## src/rtl/mas_pkg.sv

```systemverilog
package mas_pkg;

  localparam int DEF_MAX_COUNT = 64;
  localparam int VALUE_W       = 64;
  localparam int MAG_W         = 63;
  localparam int POS_W         = 6;
  localparam int OUT_DATA_W    = 8;

  // magnitude of +inf; anything above is a nan
  localparam logic [MAG_W-1:0] INF_MAG = {11'h7ff, 52'd0};

  // one slot of the insertion chain
  typedef struct packed {
    logic             occ;
    logic [MAG_W-1:0] mag;
    logic [POS_W-1:0] pos;
  } mas_entry_t;

  // per-cycle command from the sequencer to the cell row
  typedef struct packed {
    logic insert;
    logic drain;
  } mas_cmd_t;

  typedef enum logic {
    ST_LOAD,
    ST_DRAIN
  } mas_state_t;

endpackage

```

## src/rtl/mas_cell.sv

```systemverilog
module mas_cell
  import mas_pkg::*;
(
  input  logic       clk,
  input  logic       rst,
  input  mas_cmd_t   cmd,
  input  mas_entry_t new_entry,
  input  mas_entry_t prev_entry,
  input  logic       prev_goes_before,
  input  mas_entry_t next_entry,
  output mas_entry_t entry,
  output logic       goes_before
);

  logic             occ;
  logic [MAG_W-1:0] mag;
  logic [POS_W-1:0] pos;

  assign entry = {occ, mag, pos};

  // the new word belongs ahead of this cell's word (strict compare keeps arrival order)
  assign goes_before = !occ || (new_entry.mag > mag);

  always_ff @(posedge clk) begin
    if (rst) begin
      occ <= 1'b0;
    end else if (cmd.drain) begin
      occ <= next_entry.occ;
    end else if (cmd.insert && goes_before) begin
      occ <= prev_goes_before ? prev_entry.occ : 1'b1;
    end
  end

  always_ff @(posedge clk) begin
    if (cmd.drain) begin
      mag <= next_entry.mag;
      pos <= next_entry.pos;
    end else if (cmd.insert && goes_before) begin
      mag <= prev_goes_before ? prev_entry.mag : new_entry.mag;
      pos <= prev_goes_before ? prev_entry.pos : new_entry.pos;
    end
  end

endmodule

```

## config.mk

```make
export PLATFORM = sky130hd
export DESIGN_NAME = mas_cell
export DESIGN_NICKNAME = d
export VERILOG_FILES = /design/src/rtl/mas_pkg.sv /design/src/rtl/mas_cell.sv
export SDC_FILE = /design/constraint.sdc
export NUM_CORES = 1
export LEC_CHECK = 0
export BUFFER_PORTS_ARGS = -buffer_cell sky130_fd_sc_hd__buf_4
export CAP_MARGIN = 20
export CORE_MARGIN = 2
export CORE_UTILIZATION = 30
export CTS_CLUSTER_SIZE = 10
export DETAILED_ROUTE_END_ITERATION = 6
export GPL_TIMING_DRIVEN = 0
export PLACE_DENSITY = 0.65
export RECOVER_POWER = 25
export SYNTH_ARGS = -nofsm -noshare
export SYNTH_HDL_FRONTEND = slang
export SYNTH_SLANG_ARGS = --single-unit
export TNS_END_PERCENT = 50
```

## constraint.sdc

```tcl
create_clock -name clk -period 14.6 [get_ports clk]
set_clock_uncertainty 0.1 [all_clocks]
set_input_delay 4.38 -clock clk [delete_from_list [all_inputs] [get_ports clk]]
set_output_delay 4.38 -clock clk [all_outputs]
set_load 0.02 [all_outputs]
```

# --- Yosys cells after proc, flatten, opt, wreduce, memory -nomap -nowiden ---
# Index checks and enable logic that the tools add are counted.
totals:
  regBits: 70
  latch_bits: 0
  ram_bits: 0
  rom_bits: 0
  input_bits: 215
  output_inout_bits: 71
  wordCells: 17
  n_memories: 0
op_classes:
  add_sub_neg: 0
  multipliers: 0
  div: 0
  magnitude_cmp: 1
  n_eq_ne: 0
  shifts: 0
  muxes: 9
  bitwise_logic: 0
  reduce_logical: 4
op_table:
  columns: ["cell", "n"]
  rows:
  - ["$mux W63", 3]
  - ["$gt A63 B63 Y1", 1]
  - ["$mux W6", 3]
  - ["$mux W1", 3]
  - ["$reduce_bool A2 Y1", 1]
  - ["$logic_and A1 B1 Y1", 1]
  - ["$logic_not A1 Y1", 1]
  - ["$logic_or A1 B1 Y1", 1]

# --- Logic depth before layout (Yosys ltp) ---
logic_depth:
  word_depth: 5
  ltp_mapped: 8
  depth_no_buf: 8

# --- Least setup slack after synthesis ---
# OpenSTA, ideal clock, no wires.
synth_timing:
  path_kind: "input port to output port"
  startpoint: "input port new_entry[66] in the netlist's numbering"
  endpoint: "output port goes_before"
  t_arrival_ps: 6041
  t_required_ps: 10120
  path_slack_ps: 4079
  cell_stages: 7
  path_buffers: 0
  path_cell_list: "ha_1 a21o_1 a21o_1 a221oi_2 o21ai_1 or4_4 a21o_2"
synth_between:
  elab_chain_cells: 2
synth_lines:
  columns: ["element", "line", "text"]
  rows:
  - ["start, declared", "mas_cell.sv:7", "input mas_entry_t new_entry,"]
  - ["$gt A63 B63 Y1", "mas_cell.sv:22", "assign goes_before = !occ || (new_entry.mag > mag);"]
  - ["$logic_or A1 B1 Y1", "mas_cell.sv:22", null]
  - ["end, declared", "mas_cell.sv:12", "output logic goes_before"]
# No other way between the ends.

# --- Worst setup path after layout ---
layout_timing:
  startpoint: "input port new_entry[64] in the netlist's numbering"
  endpoint: "output port goes_before"
# The elaborated chain is that of the path after synthesis.

==> run summary <==
CLOCKING
------------------------------------------------------------------------------------------
Latest clock arrival within the worst-skew pair                                     340 ps
Clock-pin slew on the worst setup and hold paths                                     60 ps
CTS Buffer Depth                                                                         2
Clock root buffer                                                             sky130_fd_sc_hd__clkbuf_16
Number of buffers inserted by post-CTS setup repair                                      0
CTS tree                                                                               yes
Clock sink count                                                                        70
# hold bufs at CTS                                                                       0
H-tree depth reported by CTS                                                             3
Number of buffers created by CTS                                                         9
Post-CTS Resized                                                                         0

FINISH
------------------------------------------------------------------------------------------
Post-layout nets                                                                      1111
Layout cells sized above 1                                                           30.5%
Count of filler cells inserted in the layout                                          1748
Utilization after layout                                                             46.0%
Post-synthesis to final-layout area growth                                           48.8%
Antenna diode count                                                                      0

FLOORPLANNING
------------------------------------------------------------------------------------------
Height of the die                                                                   135 um
Chip width                                                                          135 um
Boundary Pins                                                                          286
Die outline area                                                                 18300 um2
Floorplan core area                                                              16700 um2
Number of cell rows                                                                     47
Initial standard-cell utilization of the core                                        30.9%

STATUS
------------------------------------------------------------------------------------------
Outcome                                                                       complete, no violations

GRT
------------------------------------------------------------------------------------------
Largest net degree at the start of global routing                                       37
Combined global-route utilization of all metal layers                                18.2%
Antenna violations before repair                                                         0
M1 GR Usage                                                                          21.8%
Global-route wire length before repair                                             25.6 mm
Met3 track demand over resource                                                      5.31%
Routing layer with the top usage in global route                                      met2
Vias in the first global route                                                        5034
Aggregate global routing overflow                                                        0
Global routing usage on met2                                                         31.6%

TIMING
------------------------------------------------------------------------------------------
Worst slew margin relative to its limit                                              50.2%
Post-route fraction of the period consumed by the critical path                      78.1%
Final WS setup                                                                     3200 ps
Unrepaired setup endpoints after global routing                                         no
Total setup violations reported at the end of the flow                                   0
Total Negative Setup Slacks                                                           0 ps
Final min period                                                                  11400 ps
Highest clock rate                                                                87.7 MHz
Max-slew violation count                                                                 0
Transition at the pin with the smallest max-transition slack                        747 ps
Fin. Hold Viols                                                                          0

DETAILED ROUTING
------------------------------------------------------------------------------------------
Antenna-violating nets left                                                              0
Drt drc                                                                                  0
Wire length reported by the detailed router                                        17.4 mm
Final routed wire length divided by cell count                                     16.4 um
Via count                                                                             5009
Number of DRC markers after the initial detailed-route iteration                       189
Number of detailed-routing iterations run before antenna repair                          4
Avg Vias per Cell                                                                     4.73

PLACEMENT
------------------------------------------------------------------------------------------
Buffers added on ports                                                                 283
Pre-CTS setup slack                                                                3150 ps
Detailed-placement wirelength estimate                                             14.2 mm
Routability Congestion                                                               0.800

LOGIC SYNTHESIS
------------------------------------------------------------------------------------------
Count of unique library cells instantiated by Yosys                                     37
Multiplexer share of the synthesized area                                            13.4%
Share of synthesized cell area in full adder, half adder and majority cells          15.3%
Number of warning messages in the yosys log                                              0
Share of synthesized flip-flops with an asynchronous set or reset                       0%
Net count after synthesis                                                              816
Main flop type after synthesis                                                sky130_fd_sc_hd__edfxtp_1
Combinational family with the most area after synthesis                        adder cells
Simple-gate share of the synthesized area                                            10.4%
Synth Area per Inst                                                               9.59 um2
Syn Inst Count                                                                         538
EDFF count, synth                                                                       69
Share of the synthesized netlist area taken by xor and xnor gates                       0%
Synth Area in Compound Gates                                                         13.2%
Area of the mapped netlist                                                        5160 um2
Flip-flop and latch count after synthesis                                               70
Portion of the post-synthesis area used by sequential elements                       40.5%

SETUP PATH
------------------------------------------------------------------------------------------
Launch instance of the worst register-to-register path                        mag[62]$_DFFE_PP_
Worst EP required                                                                 10120 ps
FF-to-FF path depth                                                                      9
Worst-path maximum fanout                                                                4
Worst Path Arrival                                                                 6920 ps
Worst setup path class                                                              in2out
Critical path endpoint category                                               primary output
Critical path launch point type                                               primary input
R2R Path End                                                                  mag[34]$_DFFE_PP_
Worst R2R Setup Slack                                                             10800 ps

POWER AND IR DROP
------------------------------------------------------------------------------------------
PnR Total Power                                                                   0.700 mW
VDD IR-drop max                                                                  0.0648 mV
Leakage                                                                            3.76 nW
Power per cell area                                                            91.2 nW/um2

FLOW RUN
------------------------------------------------------------------------------------------
Maximum capacitance violations                                                           0

MIN PATH
------------------------------------------------------------------------------------------
Worst Hold Depth                                                                         3
Type of the most critical hold path                                                reg2reg
Worst min-delay path startpoint                                               occ$_SDFFE_PP0P_
Endpoint with the worst hold slack                                            occ$_SDFFE_PP0P_

## critical path, cell delays in order
cell                       delay [ps]
sky130_fd_sc_hd__buf_4            120
sky130_fd_sc_hd__ha_1             310
sky130_fd_sc_hd__nand4_1          200
sky130_fd_sc_hd__nor4_2           630
sky130_fd_sc_hd__nand3b_1         340
sky130_fd_sc_hd__o32ai_1          450
sky130_fd_sc_hd__or4_4            230
sky130_fd_sc_hd__a21o_2           130
sky130_fd_sc_hd__buf_4            130
## per-stage QoR
step           cell area, um2  hold WS [ps]  std cells
3_5_place_dp             7590           514       1042
6_report                 7680           537       1058
4_1_cts                  7870           529       1058
3_3_place_gp             7560           504       1041
5_1_grt                  7680           569       1058
2_1_floorplan            5160           471        538
## routing by layer
metal	vias up	routed length, um
met2	194	8180
li1	2521	-
met5	-	0
met3	17	1470
met1	2277	7450
met4	0	250
## where the power goes
group          switching (mW)  leakage [nW]  internal [mW]  total (mW)
Combinational           0.121          2.90         0.0970       0.218
Sequential             0.0121         0.725          0.252       0.264
Clock                  0.0877         0.135          0.131       0.219
## cells in the final DEF (no fill, tap or decap), types with 3 or more instances in the layout
cell	count
sky130_fd_sc_hd__a211oi_1	3
sky130_fd_sc_hd__a21o_1	3
sky130_fd_sc_hd__a21oi_1	23
sky130_fd_sc_hd__a221oi_1	4
sky130_fd_sc_hd__buf_1	3
sky130_fd_sc_hd__buf_2	6
sky130_fd_sc_hd__buf_4	232
sky130_fd_sc_hd__clkbuf_1	68
sky130_fd_sc_hd__clkbuf_16	9
sky130_fd_sc_hd__edfxtp_1	69
sky130_fd_sc_hd__ha_1	63
sky130_fd_sc_hd__inv_1	71
sky130_fd_sc_hd__mux2i_1	69
sky130_fd_sc_hd__nand2_1	81
sky130_fd_sc_hd__nand3_1	5
sky130_fd_sc_hd__nand4_1	16
sky130_fd_sc_hd__nor2_1	4
sky130_fd_sc_hd__o21ai_0	78
## layout make-up
class                      count  area [um2]  area share (%)
inverter                      71         267            3.47
timing repair buffer         284        1950            25.4
clock buffer                  11         233            3.03
tap                          220         275            3.59
multi-input combinational    373        2710            35.3
sequential                    70        2090            27.3
buffer                        24         101            1.32
clock inverter                 5        50.0           0.652
## state kept, by name (all words and copies together), names as in the netlist
signal,count
mag,63
occ,1
pos,6
## cell usage after synthesis (2+ instances only)
| cell | number | area share, % |
|---|---|---|
| sky130_fd_sc_hd__clkbuf_1 | 14 | 1.0 |
| sky130_fd_sc_hd__a21oi_1 | 23 | 2.2 |
| sky130_fd_sc_hd__nor4_1 | 2 | 0.24 |
| sky130_fd_sc_hd__mux2i_1 | 69 | 13 |
| sky130_fd_sc_hd__a221oi_1 | 4 | 0.68 |
| sky130_fd_sc_hd__nand3b_1 | 2 | 0.29 |
| sky130_fd_sc_hd__nor2_1 | 4 | 0.29 |
| sky130_fd_sc_hd__a21o_1 | 3 | 0.44 |
| sky130_fd_sc_hd__buf_1 | 3 | 0.22 |
| sky130_fd_sc_hd__o32ai_1 | 2 | 0.34 |
| sky130_fd_sc_hd__inv_1 | 71 | 5.2 |
| sky130_fd_sc_hd__nand4_1 | 16 | 1.9 |
| sky130_fd_sc_hd__nand2_1 | 81 | 5.9 |
| sky130_fd_sc_hd__and3_1 | 2 | 0.24 |
| sky130_fd_sc_hd__ha_1 | 63 | 15 |
| sky130_fd_sc_hd__edfxtp_1 | 69 | 40 |
| sky130_fd_sc_hd__buf_2 | 6 | 0.58 |
| sky130_fd_sc_hd__a211oi_1 | 3 | 0.44 |
| sky130_fd_sc_hd__o21ai_0 | 78 | 7.6 |
| sky130_fd_sc_hd__nand3_1 | 5 | 0.48 |
| sky130_fd_sc_hd__nor3_1 | 2 | 0.19 |
## cell families (layout without fill, tap and decap cells)
kind of cell | after synthesis | count (layout)
simple gates | 119 | 119
mux | 69 | 69
buf+inv | 95 | 395
flops | 70 | 70
fa+ha+maj | 63 | 63
compound gates | 122 | 122
## how the worst max path moves through the flow
stage / startpoint / endpoint / slack (ps)
final: new_entry[64] / goes_before / 3200
after global routing: new_entry[68] / goes_before / 3000
after CTS: new_entry[68] / goes_before / 3140
after detailed placement: new_entry[68] / goes_before / 3150
after global placement: new_entry[68] / goes_before / 3160
after floorplan: new_entry[66] / goes_before / 4080
Power figures use the tool's default switching activity.
