--- src/rtl/mas_pkg.sv ---
package mas_pkg;

  localparam int DEF_MAX_COUNT = 64;
  localparam int VALUE_W       = 64;
  localparam int MAG_W         = 63;
  localparam int POS_W         = 6;
  localparam int OUT_DATA_W    = 8;

  // magnitude of +inf; anything above is a nan
  localparam logic [MAG_W-1:0] INF_MAG = {11'h7ff, 52'd0};

  // one slot of the insertion chain
  typedef struct packed {
    logic             occ;
    logic [MAG_W-1:0] mag;
    logic [POS_W-1:0] pos;
  } mas_entry_t;

  // per-cycle command from the sequencer to the cell row
  typedef struct packed {
    logic insert;
    logic drain;
  } mas_cmd_t;

  typedef enum logic {
    ST_LOAD,
    ST_DRAIN
  } mas_state_t;

endpackage

--- src/rtl/mas_ctrl.sv ---
module mas_ctrl
  import mas_pkg::*;
#(
  parameter int MAX_COUNT = DEF_MAX_COUNT,
  localparam int CNT_W = $clog2(MAX_COUNT + 1)
) (
  input  logic             clk,
  input  logic             rst,
  input  logic             in_valid,
  input  logic             in_last,
  input  logic             in_nan,
  input  logic             head_occ,
  input  logic             out_ready,
  output logic             in_ready,
  output logic             out_valid,
  output mas_cmd_t         cmd,
  output logic [CNT_W-1:0] count
);

  mas_state_t       state;
  mas_state_t       state_next;
  logic             in_acc;
  logic             full;
  logic [CNT_W-1:0] count_next;

  assign full   = (count >= CNT_W'(MAX_COUNT));
  assign in_acc = in_valid && in_ready;

  always_comb begin
    state_next = state;
    case (state)
      ST_LOAD:  if (in_acc && in_last) state_next = ST_DRAIN;
      ST_DRAIN: if (!head_occ) state_next = ST_LOAD;
      default:  state_next = ST_LOAD;
    endcase
  end

  always_comb begin
    in_ready   = 1'b0;
    out_valid  = 1'b0;
    cmd.insert = 1'b0;
    cmd.drain  = 1'b0;
    case (state)
      ST_LOAD: begin
        in_ready   = 1'b1;
        cmd.insert = in_valid && !full && !in_nan;
      end
      ST_DRAIN: begin
        out_valid = head_occ;
        cmd.drain = head_occ && out_ready;
      end
      default: begin
        in_ready = 1'b0;
      end
    endcase
  end

  always_comb begin
    count_next = count;
    if (in_acc) begin
      if (in_last) count_next = '0;
      else if (!full) count_next = count + CNT_W'(1);
    end
  end

  always_ff @(posedge clk) begin
    if (rst) begin
      state <= ST_LOAD;
      count <= '0;
    end else begin
      state <= state_next;
      count <= count_next;
    end
  end

endmodule

--- config.mk ---
export PLATFORM = sky130hd
export DESIGN_NAME = mas_ctrl
export DESIGN_NICKNAME = d
export VERILOG_FILES = /design/src/rtl/mas_pkg.sv /design/src/rtl/mas_ctrl.sv
export SDC_FILE = /design/constraint.sdc
export NUM_CORES = 1
export LEC_CHECK = 0
export ABC_CLOCK_PERIOD_IN_PS = 1650
export BUFFER_PORTS_ARGS = -buffer_cell sky130_fd_sc_hd__buf_4
export CORE_MARGIN = 2
export CORE_UTILIZATION = 30
export CTS_CLUSTER_SIZE = 14
export DETAILED_ROUTE_END_ITERATION = 10
export SLEW_MARGIN = 20
export SYNTH_ARGS = -nofsm -noshare
export SYNTH_HDL_FRONTEND = slang
export SYNTH_SLANG_ARGS = --single-unit
export TNS_END_PERCENT = 30
--- constraint.sdc ---
create_clock -name clk -period 1.65 [get_ports clk]
set_input_delay 0.2475 -clock clk [delete_from_list [all_inputs] [get_ports clk]]
set_output_delay 0.2475 -clock clk [all_outputs]
set_load 0.01 [all_outputs]
# Word-level counts from Yosys, hierarchy flattened
# Cells that the tools add are included.
[totals]
register_bits = 8
latch_bits = 0
ramBits = 0
mem_bits_ro = 0
in_bits = 7
output_inout_bits = 11
word_cells = 23
mem_count = 0
[classes]
n_addsub = 1
multipliers = 0
div = 0
order_cmp = 1
eq_ne = 1
shift = 0
n_mux = 9
n_bitwise = 1
n_reduce_logical = 8
[op_table]
columns = ["op", "n"]
rows = [
  ["2-to-1 mux 7 bit", 2],
  ["adder 7 x 1 -> 7 bit (second input constant)", 1],
  [">= comparator 7 bit (second input constant)", 1],
  ["2-to-1 mux 1 bit", 6],
  ["logical AND 1 bit", 5],
  ["logical NOT 1 bit", 2],
  ["!= test 2 bit (second input constant)", 1],
  ["one-hot mux 1 bit (2 select lines)", 1],
  ["AND reduction 2 bit", 1],
  ["inverter 1 bit", 1],
]

# Logic depth before layout (Yosys ltp)
# Gate-level depths: netlist (run 1).
[logic_depth]
word_depth = 5
depth_mapped = 4

# Worst setup path before layout (run 1)
# OpenSTA, ideal clock, no wires.
[synth_timing]
kind = "register to register"
start = "reg count[0]"
end = "reg count[2]"
setup_time_ns = 0.070
t_arrival_ns = 1.245
required_time_ns = 1.580
setup_slack_ns = 0.335
path_stages_with_launch = 5
n_path_buf = 0
synth_period_minus_slack_ns = 1.315
path_cell_list = "dfxtp_1 > ha_1 > inv_1 > or4_1 > a21oi_1"
[synth_via]
elab_chain_len = 3
[synth_lines]
columns = ["element", "line", "source"]
rows = [
  ["start: declaration", "mas_ctrl.sv:17", "output logic [CNT_W-1:0] count"],
  ["start signal: assignment", "mas_ctrl.sv:72", "count <= count_next;"],
  ["adder 7 x 1 -> 7 bit / >= comparator 7 bit (equally long branches)", "mas_ctrl.sv:62, mas_ctrl.sv:26", ""],
  ["2-to-1 mux 7 bit / != test 2 bit (equally long branches)", "--", ""],
  ["2-to-1 mux 7 bit / AND reduction 2 bit (equally long branches)", "--", ""],
]
# Several ways; a longest one is shown, not always the timed one. The select of a mux whose other input is x is not followed.
# A chain may end at the register's enable or synchronous reset.

# Final worst setup path (run 1)
# Ends and elaborated chain as after synthesis.

==> run metrics, run 1 <==
Mapped Nets 58; placed cell count 80; CP endpoint kind flip-flop; Final Util 0.443; 1st-iter DRT viols 3; Reg2Reg Capture Point count[2]; max_slew headroom 0.712; vias in the first global route 391; all-layer global routing usage 0.129; H-tree Lvls 1; reg2reg path depth 4; total gr overflow 0; unrepaired setup endpoints after global routing no; routing usage on met1 0.145; drt wl/cell 11.3 µm; Synth area leaders dfxtp_1, mux2i_1, nand3b_1; Max Transition Viols Final 0; Die Y 42.5 µm; TritonRoute pass-1 iters 2; Die ar. 0.00180 mm²; met3 Use GR 0.0302; Hold Violations, Final 0; Via Count 411; core area 0.00135 mm²; TNS Setup 0 ns; initial antenna violation count 0; Hold Crit Class in2reg; worst setup path endpoint count[2]; total wire length 940 µm; busiest grt layer met2; post-CTS setup buffer count 0; RD Place Congestion 0.693; Diodes inserted 0; site row count 13; NumNets Final 78; DRC 0; crit path DAT 1.55 ns; Synth top area share 0.361; final setup fails 0; CTS sink cnt 8; Post-CTS Hold Buffers 0; Horiz. Die Dim 42.5 µm; status finished clean; CP Data Required Time 1.84 ns; port bufs 17; TritonCTS buffer count 3; crit path from count[0]; Clock transition at path regs 0.06 ns; setup ws final 0.289 ns; worst slew pin tran 0.431 ns; DR vias/cell 4.95; warnings from Yosys 0; Final Power 0.414 mW; origin of the critical flop-to-flop path count[0]; maximum VDD drop 0.000292 V; R2R Setup Slk 0.29 ns; first-pass GRT wire length 1.69 mm; Fillers 142; Synth area leader dfxtp_1; dpl hpwl 698 µm; Clock Latency Late Sink 0.26 ns; CP Launch Type flip-flop; Cells after Synth 50; sequential fraction of the synthesis area 0.361; Setup Skew 0.00260 ns; Lkg Pwr 0.243 nW; largest fanout on the critical path 5; fin cells 83; Ports 18; Post-DRT Antenna Nets 0; Max Clk Rate 735 MHz; largest net degree at the start of global routing 12; cell area after synthesis 444 µm²; Yosys cell types 22; CTS max path bufs 2; DP Worst Slack 0.307 ns; P&R area growth vs syn 34.6%; Clock Root Buffer clkbuf_4; max_cap viols 0; commonest non-fill, non-tap cell in the layout buf_4; average cell area after synthesis 8.88 µm²; routing usage on met2 0.191; layout cells sized above 1 0.382; Final Cycle Share 0.825; PwrDens 692 mW/mm²; CTS resizes 0; #FFs+latches synth 8; Final min period 1.36 ns; most frequent cells in the layout buf_4, dfxtp_1; CTS tree done; Initial Utilization 0.329; Crit Path Category reg2reg
[cell type report]
type / count / area, µm² / share of cell area
inverters: 4 / 15.0 / 0.0251
multi-input cells: 36 / 254 / 0.425
repair buffers: 17 / 128 / 0.213
well taps: 15 / 18.8 / 0.0314
clock buffers: 3 / 22.5 / 0.0377
flip-flops and latches: 8 / 160 / 0.268
[worst max-delay path, stage by stage (launching register included)]
cell and delay (ns):
dfxtp_1 0.38, ha_1 0.20, inv_1 0.07, or4_1 0.49, a21oi_1 0.15
[where the power goes]
part           internal [mW]  switching (mW)  leakage (nW)
Combinational         0.0305          0.0237         0.165
Clock                 0.0839          0.0759        0.0138
Sequential             0.197         0.00352        0.0648
Total                  0.311           0.103         0.243
[routing by layer]
| metal | vias up | part of all wire |
|---|---|---|
| met4 | 0 | 0.049 |
| met1 | 177 | 0.47 |
| li1 | 219 | - |
| met3 | 4 | 0.045 |
| met2 | 11 | 0.43 |
| met5 | - | 0 |
[worst min path at each step]
stage	cells past startpoint	from	to	slack, ns
after detailed placement	2	rst	count[0]	0.49
after global routing	2	rst	count[1]	0.22
after CTS	2	rst	state	0.21
after floorplan	2	head_occ	state	0.41
final	2	rst	state	0.21
after global placement	2	rst	count[0]	0.48
[through the flow]
| stage | hold slack, ns | instance area [µm²] |
|---|---|---|
| 2_1_floorplan | 0.413 | 444 |
| 3_3_place_gp | 0.479 | 576 |
| 3_5_place_dp | 0.487 | 576 |
| 4_1_cts | 0.211 | 598 |
| 5_1_grt | 0.222 | 598 |
| 6_report | 0.206 | 598 |
[cell usage after synthesis (all sizes together)]
library cell  n
dfxtp         8
nand2b        2
buf           2
or3b          3
or4           2
nand2         4
nor4          3
inv           4
and3          1
mux2i         3
nand3         1
nand3b        4
or4b          1
a21oi         4
o31ai         1
ha            1
o21ai         2
nor2b         1
o21ba         1
nor3          2
[registers in the layout, indices dropped and copies added (netlist names)]
signal  cells
state       1
count       7
[kinds of logic after synthesis]
logic type                 after synthesis  synth area share
adders and majority gates                1            0.0282
buffers and inverters                    6            0.0676
AOI/OAI and AO/OA                        8             0.107
DFF                                      8             0.361
muxes                                    3            0.0676
and+or+nand+nor                         24             0.369
Note: power is estimated with default switching activity, not from simulation.
==> run 2, diff against run 1 <==
--- a/config.mk
+++ b/config.mk
@@ -5,7 +5,7 @@
 export SDC_FILE = /design/constraint.sdc
 export NUM_CORES = 1
 export LEC_CHECK = 0
-export ABC_CLOCK_PERIOD_IN_PS = 1650
+export ABC_CLOCK_PERIOD_IN_PS = 1300
 export BUFFER_PORTS_ARGS = -buffer_cell sky130_fd_sc_hd__buf_4
 export CORE_MARGIN = 2
 export CORE_UTILIZATION = 30
==> constraint.sdc (replaced) <==
create_clock -name clk -period 1.3 [get_ports clk]
set_input_delay 0.195 -clock clk [delete_from_list [all_inputs] [get_ports clk]]
set_output_delay 0.195 -clock clk [all_outputs]
set_load 0.01 [all_outputs]
==> run 2 against run 1 <==
  * Power is 26% higher
  * Non-clock buffer count is 3 higher
  * Sequential share of layout area is 0.85 points lower
  * Sequential power is 27% higher
  * Wire length is 2.6% higher
  * Largest cell class unchanged
==> run metrics, run 2 (synthesis results as in run 1) <==
status finished clean; all-layer global routing usage 0.108 (-0.0205); site row count 13 (unchanged); area used by multi-input combinational logic 269 µm² (+5.9%); first-pass GRT wire length 1.48 mm (-13%); sw frac 0.229 (-0.0201); P&R area growth vs syn 44.5%; port bufs 17 (unchanged); layout cells sized above 1 0.465 (+0.0824); CTS tree done; DP Worst Slack 0.0337 ns (-0.273 ns); DRC 0 (unchanged); Max Clk Rate 794 MHz; NumNets Final 81 (+3.8%); Clock transition at path regs 0.05 ns (about the same); Final Cycle Share 0.969; Flop pwr share 0.489 (+0.006); worst hold slack 0.168 ns (-0.0377 ns); max_cap viols 0 (unchanged); Ports 18 (unchanged); drt wl/cell 11.2 µm (-1.0%); largest net degree at the start of global routing 12 (unchanged); Die Y 42.5 µm (unchanged); TNS Setup 0 ns (unchanged); Via Count 431 (+4.9%); setup ws final 0.0408 ns (-0.248 ns); unrepaired setup endpoints after global routing yes; TritonRoute pass-1 iters 4 (+2); Hold Crit Class in2reg; PwrDens 810 mW/mm² (+17%); TritonCTS buffer count 3 (unchanged); CTS max path bufs 2 (unchanged); maximum VDD drop 0.000577 V (+98%); commonest non-fill, non-tap cell in the layout buf_4; CP endpoint kind primary output; Final Power 0.520 mW (+26%); Lkg Pwr 0.258 nW (+6.1%); CP Launch Type flip-flop; Final Util 0.475 (+0.0324); Initial Utilization 0.329 (unchanged); vias in the first global route 364 (-6.9%); DR vias/cell 5.01 (+1.2%); Clock Root Buffer clkbuf_4; worst slew pin tran 0.404 ns (-0.0274 ns); RD Place Congestion 0.770 (+11%); H-tree Lvls 1 (unchanged); Die ar. 0.00180 mm² (unchanged); Fillers 129 (-9.2%); CTS sink cnt 8 (unchanged); Post-CTS Hold Buffers 0 (unchanged); 1st-iter DRT viols 9 (+6); most frequent cells in the layout buf_4, dfxtp_1; Post-DRT Antenna Nets 0 (unchanged); Hold Violations, Final 0 (unchanged); placed cell count 82 (+2.5%); Top reg by flops count; initial antenna violation count 0 (unchanged); Final Cell Area 642 µm² (+7.3%); largest fanout on the critical path 11 (+6); Comb power frac 0.153 (+0.022); fin cells 86 (+3.6%); top flop regs count: 7 flops, state: 1 flops; max_slew headroom 0.730 (+0.0183); Clock Power Share 0.358 (-0.028); flip-flop count of the largest register after layout 7 (unchanged); total gr overflow 0 (unchanged); dpl hpwl 721 µm (+3.3%); crit path DAT 1.06 ns (-0.49 ns); Horiz. Die Dim 42.5 µm (unchanged); Clock Latency Late Sink 0.25 ns (about the same); core area 0.00135 mm² (unchanged); Crit Path Category reg2out; Max Transition Viols Final 0 (unchanged); Setup Skew 0.000992 ns (-0.00161 ns); post-placement cell area 593 µm² (+3.0%); CP Data Required Time 1.11 ns (-0.73 ns); Diodes inserted 0 (unchanged); P_int 0.401 mW (+29%); Final min period 1.26 ns; total wire length 964 µm (+2.6%); final setup fails 0 (unchanged); Reg area 166 µm² (+3.9%); Psw 0.119 mW (+15%)
==> run 2: changes by cell type in the layout (fill, tap and decap cells not counted) <==
cell	change
buf_4	+3
dfxtp_1	-3
dfxtp_2	+2
dfxtp_4	+1
ha_1	-1
ha_4	+1
or3b_2	-1
or3b_4	+1
==> run 2: area by class of cell <==
type	instances	area share
multi-input combinational	36	0.419
sequential	8	0.259
timing repair buffer	20	0.234
clock buffer	3	0.0351
tap	15	0.0292
inverter	4	0.0234
==> run 2: critical path, stage by stage, from the launching register on <==
cell and delay, ns:
dfxtp_4 0.35, nand2b_4 0.18, nor3_1 0.14, buf_4 0.15
==> run 2: metal layers <==
metal / wire (µm) / global-route usage / vias up
met1: 441 / 0.134 / 190
met5: 0 / 0 / -
met4: 0 / 0.0375 / 0
li1: - / - / 227
met2: 483 / 0.172 / 14
met3: 39 / 0.0388 / 0
==> run 2: what timing repair did <==
item,in CTS,in global routing
setup endpoints to repair,0,6
buffers inserted,0,1
resized for setup,0,5
==> run 2: power by group through the flow <==
stage / clock network [mW] / logic [mW] / registers [mW]
final: 0.186 / 0.0795 / 0.254
after floorplan: 0 / 0.0406 / 0.261
after global routing: 0.210 / 0.0863 / 0.255
after detailed placement: 0 / 0.0766 / 0.259
after CTS: 0.199 / 0.0767 / 0.254
after global placement: 0 / 0.0761 / 0.259
==> run 2: path summary, 6_finish.rpt <==
path              start        to  slack [ns]  depth (start not counted)
setup / recovery  state    cmd[1]        0.04                          3
hold / removal      rst  count[0]        0.17                          2
hold reg to reg   state     state        0.52                          2
setup reg to reg  state  count[1]        0.05                          3
